### config.mk
export PLATFORM = sky130hd
export DESIGN_NAME = pkswl_cell
export DESIGN_NICKNAME = d
export VERILOG_FILES = /design/src/rtl/core/pkswl_pkg.sv /design/src/rtl/core/pkswl_cell.sv
export SDC_FILE = /design/constraint.sdc
export NUM_CORES = 1
export LEC_CHECK = 0
export ABC_AREA = 0
export BUFFER_PORTS_ARGS = -buffer_cell sky130_fd_sc_hd__buf_2
export CAP_MARGIN = 20
export CORE_MARGIN = 2
export CORE_UTILIZATION = 44
export DETAILED_ROUTE_END_ITERATION = 7
export PLACE_DENSITY = 0.78
export SYNTH_ARGS = -nofsm -noshare
export SYNTH_HDL_FRONTEND = slang
export SYNTH_SLANG_ARGS = --single-unit
export TNS_END_PERCENT = 100
### constraint.sdc
create_clock -name clk -period 2.5 [get_ports clk]
set_clock_uncertainty 0.2 [all_clocks]
set_input_delay 0.125 -clock clk [delete_from_list [all_inputs] [get_ports clk]]
set_output_delay 0.125 -clock clk [all_outputs]
set_load 0.005 [all_outputs]
### src/rtl/core/pkswl_pkg.sv
// ----------------------------------------------------------------------------
// pkswl_pkg
// Types and constants shared by the sliding window limiter modules.
// ----------------------------------------------------------------------------
package pkswl_pkg;

    localparam int LOG_DEPTH = 64;
    localparam int KIND_BITS = 8;
    localparam int TIME_BITS = 32;
    localparam int SLOT_W    = $clog2(LOG_DEPTH);

    localparam int LIMIT_W   = 12;
    localparam int WINDOW_W  = 17;
    localparam int CFG_W     = 17;
    localparam int CFG_IDX_W = 2;
    localparam int COUNT_W   = 7;

    localparam logic [COUNT_W-1:0]  COUNT_MAX    = '1;
    localparam logic [LIMIT_W-1:0]  LIMIT_RESET  = LIMIT_W'(3);
    localparam logic [WINDOW_W-1:0] WINDOW_RESET = WINDOW_W'(3600);

    localparam logic [1:0] FUNC_ATTEMPT = 2'd0;
    localparam logic [1:0] FUNC_QUERY   = 2'd1;
    localparam logic [1:0] FUNC_CLEAR   = 2'd2;

    localparam logic [CFG_IDX_W-1:0] CFG_LIMIT  = CFG_IDX_W'(0);
    localparam logic [CFG_IDX_W-1:0] CFG_WINDOW = CFG_IDX_W'(1);

    typedef enum logic [1:0] {
        ST_IDLE,
        ST_SCAN,
        ST_HOLD
    } state_t;

    // Command broadcast to every cell for the whole scan of one item.
    typedef struct packed {
        logic [1:0]           func;
        logic [KIND_BITS-1:0] kind;
        logic [TIME_BITS-1:0] now;
        logic [TIME_BITS-1:0] cutoff;
        logic                 no_expire;
    } cmd_t;

    // Token that walks the chain, one cell per cycle.
    typedef struct packed {
        logic               valid;
        logic [COUNT_W-1:0] kc;
        logic [COUNT_W-1:0] tc;
        logic               over;
    } token_t;

    function automatic logic [COUNT_W-1:0] sat_inc(input logic [COUNT_W-1:0] c,
                                                   input logic inc);
        logic [COUNT_W-1:0] r;
        r = c;
        if (inc && (c != COUNT_MAX))
        begin
            r = c + COUNT_W'(1);
        end
        return r;
    endfunction

endpackage

### src/rtl/core/pkswl_cell.sv
// ----------------------------------------------------------------------------
// pkswl_cell
// One log slot: holds an entry and updates the passing count token.
// ----------------------------------------------------------------------------
module pkswl_cell
    import pkswl_pkg::*;
(
    input  logic   clk,
    input  logic   rst_n,
    input  cmd_t   cmd,
    input  logic   write_sel,
    input  token_t tok_in,
    output token_t tok_out
);

    logic [TIME_BITS-1:0] time_reg, time_next;
    logic [KIND_BITS-1:0] kind_reg, kind_next;
    logic                 valid_reg, valid_next;
    token_t               tok_reg, tok_next;
    logic                 live;
    logic                 counting;

    assign live = valid_reg && (cmd.no_expire || (time_reg >= cmd.cutoff));
    assign counting = (cmd.func == FUNC_ATTEMPT) || (cmd.func == FUNC_QUERY);

    always_comb
    begin
        time_next  = time_reg;
        kind_next  = kind_reg;
        valid_next = valid_reg;
        tok_next   = tok_in;
        if (tok_in.valid)
        begin
            if (counting)
            begin
                tok_next.tc = sat_inc(tok_in.tc, live);
                tok_next.kc = sat_inc(tok_in.kc, live && (kind_reg == cmd.kind));
            end
            case (cmd.func)
                FUNC_ATTEMPT:
                begin
                    // Expired entries are dropped as the token passes.
                    valid_next = live;
                    if (write_sel)
                    begin
                        tok_next.over = live;
                        time_next     = cmd.now;
                        kind_next     = cmd.kind;
                        valid_next    = 1'b1;
                    end
                end
                FUNC_CLEAR:
                begin
                    valid_next = 1'b0;
                end
                default:
                begin
                end
            endcase
        end
    end

    always_ff @(posedge clk or negedge rst_n)
    begin
        if (!rst_n)
        begin
            valid_reg <= 1'b0;
            tok_reg   <= '0;
        end
        else
        begin
            valid_reg <= valid_next;
            tok_reg   <= tok_next;
        end
    end

    always_ff @(posedge clk)
    begin
        time_reg <= time_next;
        kind_reg <= kind_next;
    end

    assign tok_out = tok_reg;

endmodule

# --- Word level (Yosys, flattened, before mapping) ---
# Index checks and enable logic that the tools add are counted.
classes:
  add_sub_neg: 2
  n_lt_le_gt_ge: 1
  eq_ne: 5
  muxes: 8
  n_reduce_logical: 10
op_table:
  columns: ["op", "count"]
  rows:
  - ["$ge 32x32->1", 1]
  - ["$mux 15", 1]
  - ["$add 7x1->7 const B", 2]
  - ["$mux 14", 1]
  - ["$mux 7", 2]
  - ["$ne 7x7->1 const B", 2]
  - ["$eq 8x8->1", 1]
  - ["$logic_and 1x1->1", 4]
  - ["$mux 1", 3]
  - ["$reduce_and 3->1", 1]
  - ["$eq 2x1->1 const B", 1]
  - ["$eq 2x2->1 const B", 1]
  - ["$logic_not 2->1", 1]
  - ["$logic_or 1x1->1", 2]
  - ["$pmux 1 s2", 1]
  - ["$reduce_and 2->1", 1]
  - ["$reduce_bool 2->1", 1]
totals:
  register_bits: 57
  inputBits: 94
  output_inout_bits: 16
  wordCells: 33

# --- Depth between registers and ports, before layout ---
# Gate-level depths: netlist of the first run.
logic_depth:
  ltp_word: 8
  ltp_mapped: 8
  mapped_depth_nobuf: 8

# --- Worst setup path before layout of the first run ---
# Ideal clock, no wire load.
synth_path:
  path_type: "reg2reg"
  start: "reg time_reg[14]"
  end: "reg tok_reg (netlist bit tok_out[2])"
  setup_time_ns: 0.125
  arrival_time_ns: 2.347
  required_time_ns: 2.175
  setup_slack_ns: -0.172
  path_stages_with_launch: 8
  n_path_buf: 0
  cell_sequence: "edfxtp_1 > ha_1 > nand4_1 > or4_1 > o32a_2 > a211oi_4 > nor2_2 > mux2_4"
synth_rtl:
  columns: ["item", "line", "rtl"]
  rows:
  - ["from (decl)", "pkswl_cell.sv:16", "logic [TIME_BITS-1:0] time_reg, time_next;"]
  - ["from (signal assigned)", "pkswl_cell.sv:79", "time_reg <= time_next;"]
  - ["to (signal assigned)", "pkswl_cell.sv:73", "tok_reg <= tok_next;"]
  - ["to (decl)", "pkswl_cell.sv:19", "token_t tok_reg, tok_next;"]

==> flow_summary_export.csv, run 1 <==
group,metric,value,unit
setup_path,r2r_start,"time_reg[10]",
power_and_ir_drop,total_leakage_power,2.146,nW
timing,timing.final.ws_setup,-0.1765,ns
die,die_h,85.28,microns
setup_path,critPathKind,"flop to flop",
clocking,clk_pin_slew_worst_paths,0.07,ns
logic_synthesis,synth_warnings,0,
clocking,clock_sinks,57,
cells_and_area,multi_input_area,0.001207,sq mm
cells_and_area,layout-drive-gt1-share,35.99,%
placed_design,preCtsSetupSlack,-0.1953,ns
setup_path,cpMaxStageDelayCell,"or4_4",
logic_synthesis,syn_area,0.002907,sq mm
route,drc,0,
route,routed_wl,7.433,mm
placed_design,place.gp.congestion,0.7964,
route,routedWlPerCell,14.41,microns
logic_synthesis,syn-num-nets,364,
timing,period_minus_slack,2.677,ns
die,core,0.006386,sq mm
cells_and_area,fin_cells,516,
power_and_ir_drop,power.density,511.1,mW/mm^2
cells_and_area,largest_reg_flops,32,
global_routing,grt_pass1_wl,12.14,mm
cells_and_area,mostFrequentLayoutCells,"109 x buf_2, 60 x dlygate4sd3_1, 40 x edfxtp_1, 36 x inv_1, 34 x ha_1",
global_routing,overflow,0,
clocking,cts_tree,"built",
timing,setup-tns-final,-1.446,ns
setup_path,cpLargestDelayFamily,"compound AO/OA/AOI/OAI gates",
setup_path,cp_cell_sequence,"ha_1 -> nand4_1 -> or4_4 -> o32a_4 -> a211oi_4 -> buf_4 -> o21ai_1 -> xnor2_1",
route,first_iter_violations,62,
cells_and_area,diodes,0,
route,dr.pass1.iters,4,
clocking,h-tree-depth,3,
cells_and_area,final_common_cell,"buf_2",
logic_synthesis,netlist_instances,236,
timing,finalHoldViolations,0,
logic_synthesis,ys_seq_area_share,55.96,%
setup_path,crit_path_start,"time_reg[10]",
global_routing,antenna_found_initial,0,
clocking,clock_latency,0.33,ns
global_routing,grt_pass1_vias,2778,
logic_synthesis,synth_seq_cells,57,
clocking,root_buffer,"clkbuf_8",
cells_and_area,nets,562,
logic_synthesis,ys_types,39,
cells_and_area,area_growth_syn_to_layout,56.91,%
timing,grt_setup_unrepaired,"yes",
placed_design,io_buffers,109,
min_path,holdCritPathClass,"input pin to asynchronous set/reset pin",
power_and_ir_drop,irDropWorstVdd,574.5,uV
timing,period_share,107.1,%
setup_path,critPathMaxFanout,3,
route,drtAntennaViolNets,0,
clocking,clk_path_buf_depth,2,
setup_path,required,2.51,ns
cells_and_area,ff_latch_area,0.001627,sq mm
route,viasPerCell,4.909,
setup_path,crit_path_end_kind,"flop",
clocking,numCtsBuffers,9,
die,rows,29,
placed_design,place_inst,435,
die,ios,110,
die,die-area,0.007272,sq mm
die,initial_core_util,45.51,%
route,route.vias.total,2533,
run_status,violations,"setup timing",
run_status,status,"finished, violations left",
setup_path,worst-path-buf-inv,1,
timing,slew_violations,0,
timing,slew_headroom,68.85,%
timing,setup_viol,11,
logic_synthesis,syn_area_per_cell,12.32,sq um
timing,tightest_slew,0.4673,ns
run,cap_violations,0,
setup_path,critPathArrivalTime,2.69,ns
setup_path,crit_path_start_kind,"flop",
cells_and_area,fillCellCount,473,
timing,max_clock_freq,0.3736,GHz
global_routing,grt.total_usage,21.81,%
placed_design,dpl.hpwl,4.996,mm
setup_path,cpPeakStageDelay,0.53,ns
die,chipWidth,85.28,microns
global_routing,grt_max_degree,25,
[power by group]
part	total [mW]	leakage [nW]	switching [mW]	internal (mW)
logic	0.354	1.48	0.153	0.201
clock network	0.911	0.106	0.355	0.556
registers	1.07	0.563	0.0125	1.05
[cell families after synthesis]
| group | synth area share [%] |
|---|---|
| buffers and inverters | 4.649 |
| and+or+nand+nor | 7.792 |
| adders and majority gates | 14.64 |
| muxes | 1.033 |
| DFF | 55.96 |
| AOI/OAI and AO/OA | 10.50 |
| xor gates and xnor gates | 5.424 |
[final cells by class]
type                       count  area share (%)
clock inverter                 6           1.811
inverter                      36           2.963
sequential                    57           35.67
multi-input combinational    143           26.47
tap                           77           2.112
timing repair buffer         187           28.18
clock buffer                  10           2.798
[worst paths after layout]
| kind | slack, ns | to | cells after the start |
|---|---|---|---|
| setup / recovery | -0.18 | tok_out[3] | 8 |
| hold / removal | 0.05 | tok_out[0] | 2 |
| setup reg to reg | -0.18 | tok_out[3] | 8 |
| hold reg to reg | 0.37 | tok_out[0] | 2 |
| max in group asynchronous | 1.76 | tok_out[11] | 2 |
| min in group clk | 0.07 | valid_reg | 3 |
[Yosys cell counts]
library cell  number  area (sq um)
o21ai_0           10         50.05
o41ai_1            1         8.760
a31oi_1            1         6.260
a2111oi_0          1         8.760
a211oi_4           1         20.02
and2_1             1         6.260
o21ai_1            2         10.01
xor2_1             8         70.07
ha_1              34         425.4
a41oi_1            1         8.760
nand4_1            4         25.02
a21o_1             3         22.52
a21oi_1           13         65.06
nand3_1            5         25.02
o2111ai_1          1         8.760
xnor2_1           10         87.58
o21a_1             2         15.01
a211oi_1           1         7.510
or4_1              1         7.510
edfxtp_1          40          1201
mux2_4             2         30.03
nor2_2             2         12.51
o32a_2             1         11.26
a221oi_1           2         17.52
a32oi_1            1         8.760
o31ai_1            1         7.510
dfrtp_1           17         425.4
nand2_1           14         52.55
nand2b_1           1         6.260
nand3b_1           1         7.510
inv_1             36         135.1
nor2_1             5         18.77
nor4_1             3         18.77
or4b_2             1         10.01
nor3_1             1         5.000
a211oi_2           1         12.51
o21bai_1           1         7.510
and3_1             5         31.28
o311ai_0           1         8.760
[timing repair]
item,in CTS,in global routing
pin swaps,1,0
hold buffers,60,0
endpoints found under the hold margin,74,0
gates resized for setup,11,4
endpoints found under the setup margin,14,16
buffers inserted,5,0
[layer usage]
layer / vias to the layer above / GRT usage [%] / share of wire (%)
li1: 1250 / - / -
met1: 1180 / 21.59 / 37
met2: 92 / 42.54 / 55
met3: 11 / 7.393 / 6.5
met4: 0 / 6.061 / 1.5
met5: - / 0 / 0
[per-stage QoR]
stage / total power [mW] / hold WS [ns] / area [sq um] / utilization, %
after floorplan: 1.199 / -0.3706 / 2918 / -
after global placement: 1.338 / -0.1395 / 3657 / 57.27
after detailed placement: 1.353 / -0.1314 / 3657 / 57.27
after CTS: 2.350 / 0.03356 / 4542 / 71.12
after global routing: 2.446 / 0.06302 / 4561 / 71.41
final: 2.331 / 0.05188 / 4561 / 71.41
No activity file was read; power rests on OpenSTA's default activity.
==> run 2: changes to the inputs <==
Settings changed: GPL_TIMING_DRIVEN set to 0.
==> run 2 against run 1 <==
  * The flow still finishes with violations (setup timing)
  * Cell count down 1.9%
  * Via count down 3.0%
  * Non-clock buffer count down 10
  * Combinational power hardly changed
  * Fmax down 3.9%
  * Clock power fell by 24%
  * Utilization decreased by 0.98 points
  * Global-route usage grew 0.22 points
  * Critical path depth fell by 1
  * Register-to-register slack got worse by 0.11 ns
  * Worst hold slack worse by 0.0036 ns
  * Worst setup slack got worse by 0.11 ns
  * Largest cell class unchanged
  * Largest power group unchanged
==> flow_summary_export.csv, run 2 (synthesized netlist as in run 1, its figures left out) <==
group,metric,value,unit
global_routing,grt.total_usage,22.03,%
die,initial_core_util,45.51,%
global_routing,grt_pass1_wl,12.21,mm
timing,period_minus_slack,2.786,ns
setup_path,critPathArrivalTime,2.81,ns
setup_path,rrSetupSlack,-0.29,ns
global_routing,overflow,0,
cells_and_area,largest_reg_flops,32,
setup_path,cpLargestDelayFamily,"simple AND/OR/NAND/NOR gates",
die,chipWidth,85.28,microns
route,routedWlPerCell,14.60,microns
timing,grt_setup_unrepaired,"yes",
setup_path,crit_path_start_kind,"flop",
placed_design,dpl.hpwl,4.743,mm
setup_path,cpMaxStageDelayCell,"or4_4",
clocking,h-tree-depth,3,
setup_path,required,2.52,ns
route,drc,0,
timing,slew_violations,0,
route,route.vias.total,2456,
power_and_ir_drop,total_leakage_power,2.090,nW
timing,max_clock_freq,0.3589,GHz
setup_path,cp_cell_sequence,"ha_4 -> nand4_1 -> or4_4 -> o32a_4 -> a211oi_4 -> nor2_2 -> mux2_4",
clocking,clock_latency,0.34,ns
clocking,root_buffer,"clkbuf_8",
timing,setup_viol,14,
route,drtAntennaViolNets,0,
route,routed_wl,7.388,mm
die,core,0.006386,sq mm
power_and_ir_drop,power.density,470.1,mW/mm^2
setup_path,path_depth,7,
cells_and_area,nets,552,
timing,finalHoldViolations,0,
clocking,clock_sinks,57,
cells_and_area,area_growth_syn_to_layout,54.76,%
cells_and_area,diodes,0,
clocking,clk_pin_slew_worst_paths,0.06,ns
placed_design,place.gp.congestion,0.7957,
global_routing,grt_pass1_vias,2764,
setup_path,crit_path_end_kind,"flop",
timing,slew_headroom,54.29,%
clocking,cts_tree,"built",
route,first_iter_violations,65,
die,rows,29,
global_routing,grtUsageMet3,6.907,%
run_status,violations,"setup timing",
cells_and_area,mostFrequentLayoutCells,"109 x buf_2, 60 x dlygate4sd3_1, 40 x edfxtp_1, 35 x inv_1, 33 x ha_1",
cells_and_area,layout-drive-gt1-share,35.66,%
die,die_h,85.28,microns
run_status,status,"finished, violations left",
route,dr.pass1.iters,4,
route,viasPerCell,4.854,
clocking,numCtsBuffers,9,
setup_path,critPathMaxFanout,4,
timing,period_share,111.5,%
global_routing,met1_usage,22.34,%
power_and_ir_drop,irDropWorstVdd,359.1,uV
clocking,clk_path_buf_depth,2,
global_routing,antenna_found_initial,0,
setup_path,ff2ff_path_depth,7,
global_routing,busiest_layer,"met2",
timing,timing.final.ws_setup,-0.2864,ns
placed_design,place_area,0.003560,sq mm
setup_path,crit_path_start,"time_reg[11]",
run,cap_violations,0,
global_routing,grtUsageMet2,42.05,%
placed_design,io_buffers,109,
setup_path,r2r_start,"time_reg[11]",
global_routing,grt_max_degree,42,
setup_path,critPathKind,"flop to flop",
setup_path,worst-path-buf-inv,0,
power_and_ir_drop,p_total,2.115,mW
die,die-area,0.007272,sq mm
setup_path,cpPeakStageDelay,0.54,ns
timing,tightest_slew,0.6849,ns
min_path,holdCritPathClass,"input pin to asynchronous set/reset pin",
die,ios,110,
cells_and_area,final_common_cell,"buf_2",
cells_and_area,finalInstanceArea,0.004498,sq mm
run 2: changes by cell type in the layout (fill, tap and decap cells not counted), moves of 2 or more:
cell,change
o21ai_2,+4
a221oi_1,-2
o21ai_0,-2
bufinv_16,-2
a221oi_2,+2
buf_4,-10
clkinv_1,+4
o21ai_1,-2
run 2: layout make-up:
cell class,count,area [sq um]
Inverter,36,136.4
Sequential cell,57,1627
Fill cell,469,1888
Clock inverter,6,25.02
Clock buffer,10,127.6
Tap cell,77,96.34
Multi-Input combinational cell,143,1276
Timing Repair Buffer,177,1210
run 2: routing by layer:
metal	vias up	wire (microns)	part of all wire, %
li1	1232	-	-
met1	1134	2793	38
met2	79	4008	54
met3	11	481	6.5
met4	0	103	1.4
met5	-	0	0
run 2: worst register-to-register path, stage by stage (launching register included):
cell      delay (ns)
edfxtp_1        0.43
ha_4            0.30
nand4_1         0.11
or4_4           0.54
o32a_4          0.36
a211oi_4        0.36
nor2_2          0.09
mux2_4          0.30
run 2: final timing paths:
check,end
worst max-delay path,tok_out[2]
worst min-delay path,tok_out[1]
worst max register to register,tok_out[2]
worst min register to register,tok_out[0]
max in group asynchronous,tok_out[11]
min in group clk,valid_reg
run 2: where the power goes:
group | switching (mW) | total (mW) | internal, mW | leakage [nW]
clock network | 0.353 | 0.695 | 0.342 | 0.0800
logic | 0.155 | 0.354 | 0.199 | 1.45
registers | 0.0123 | 1.07 | 1.05 | 0.563
run 2: through the flow:
step | std cells | hold slack, ns | TNS, ns | util (%) | setup slack [ns]
2_1_floorplan | 236 | -0.3706 | -0.1147 | - | -0.06556
3_3_place_gp | 422 | -0.1401 | -9.067 | 55.74 | -0.2818
3_5_place_dp | 422 | -0.1215 | -2.694 | 55.74 | -0.3021
4_1_cts | 501 | 0.05374 | -1.765 | 68.63 | -0.2121
5_1_grt | 506 | 0.06766 | -3.859 | 70.44 | -0.3704
6_report | 506 | 0.04831 | -2.579 | 70.44 | -0.2864
run 2: repair_timing:
action	CTS	global route
resized for setup	10	19
hold buffers	60	0
endpoints found under the setup margin	15	25
hold endpoints to repair	74	0
pin swaps	4	12
setup buffers	3	5
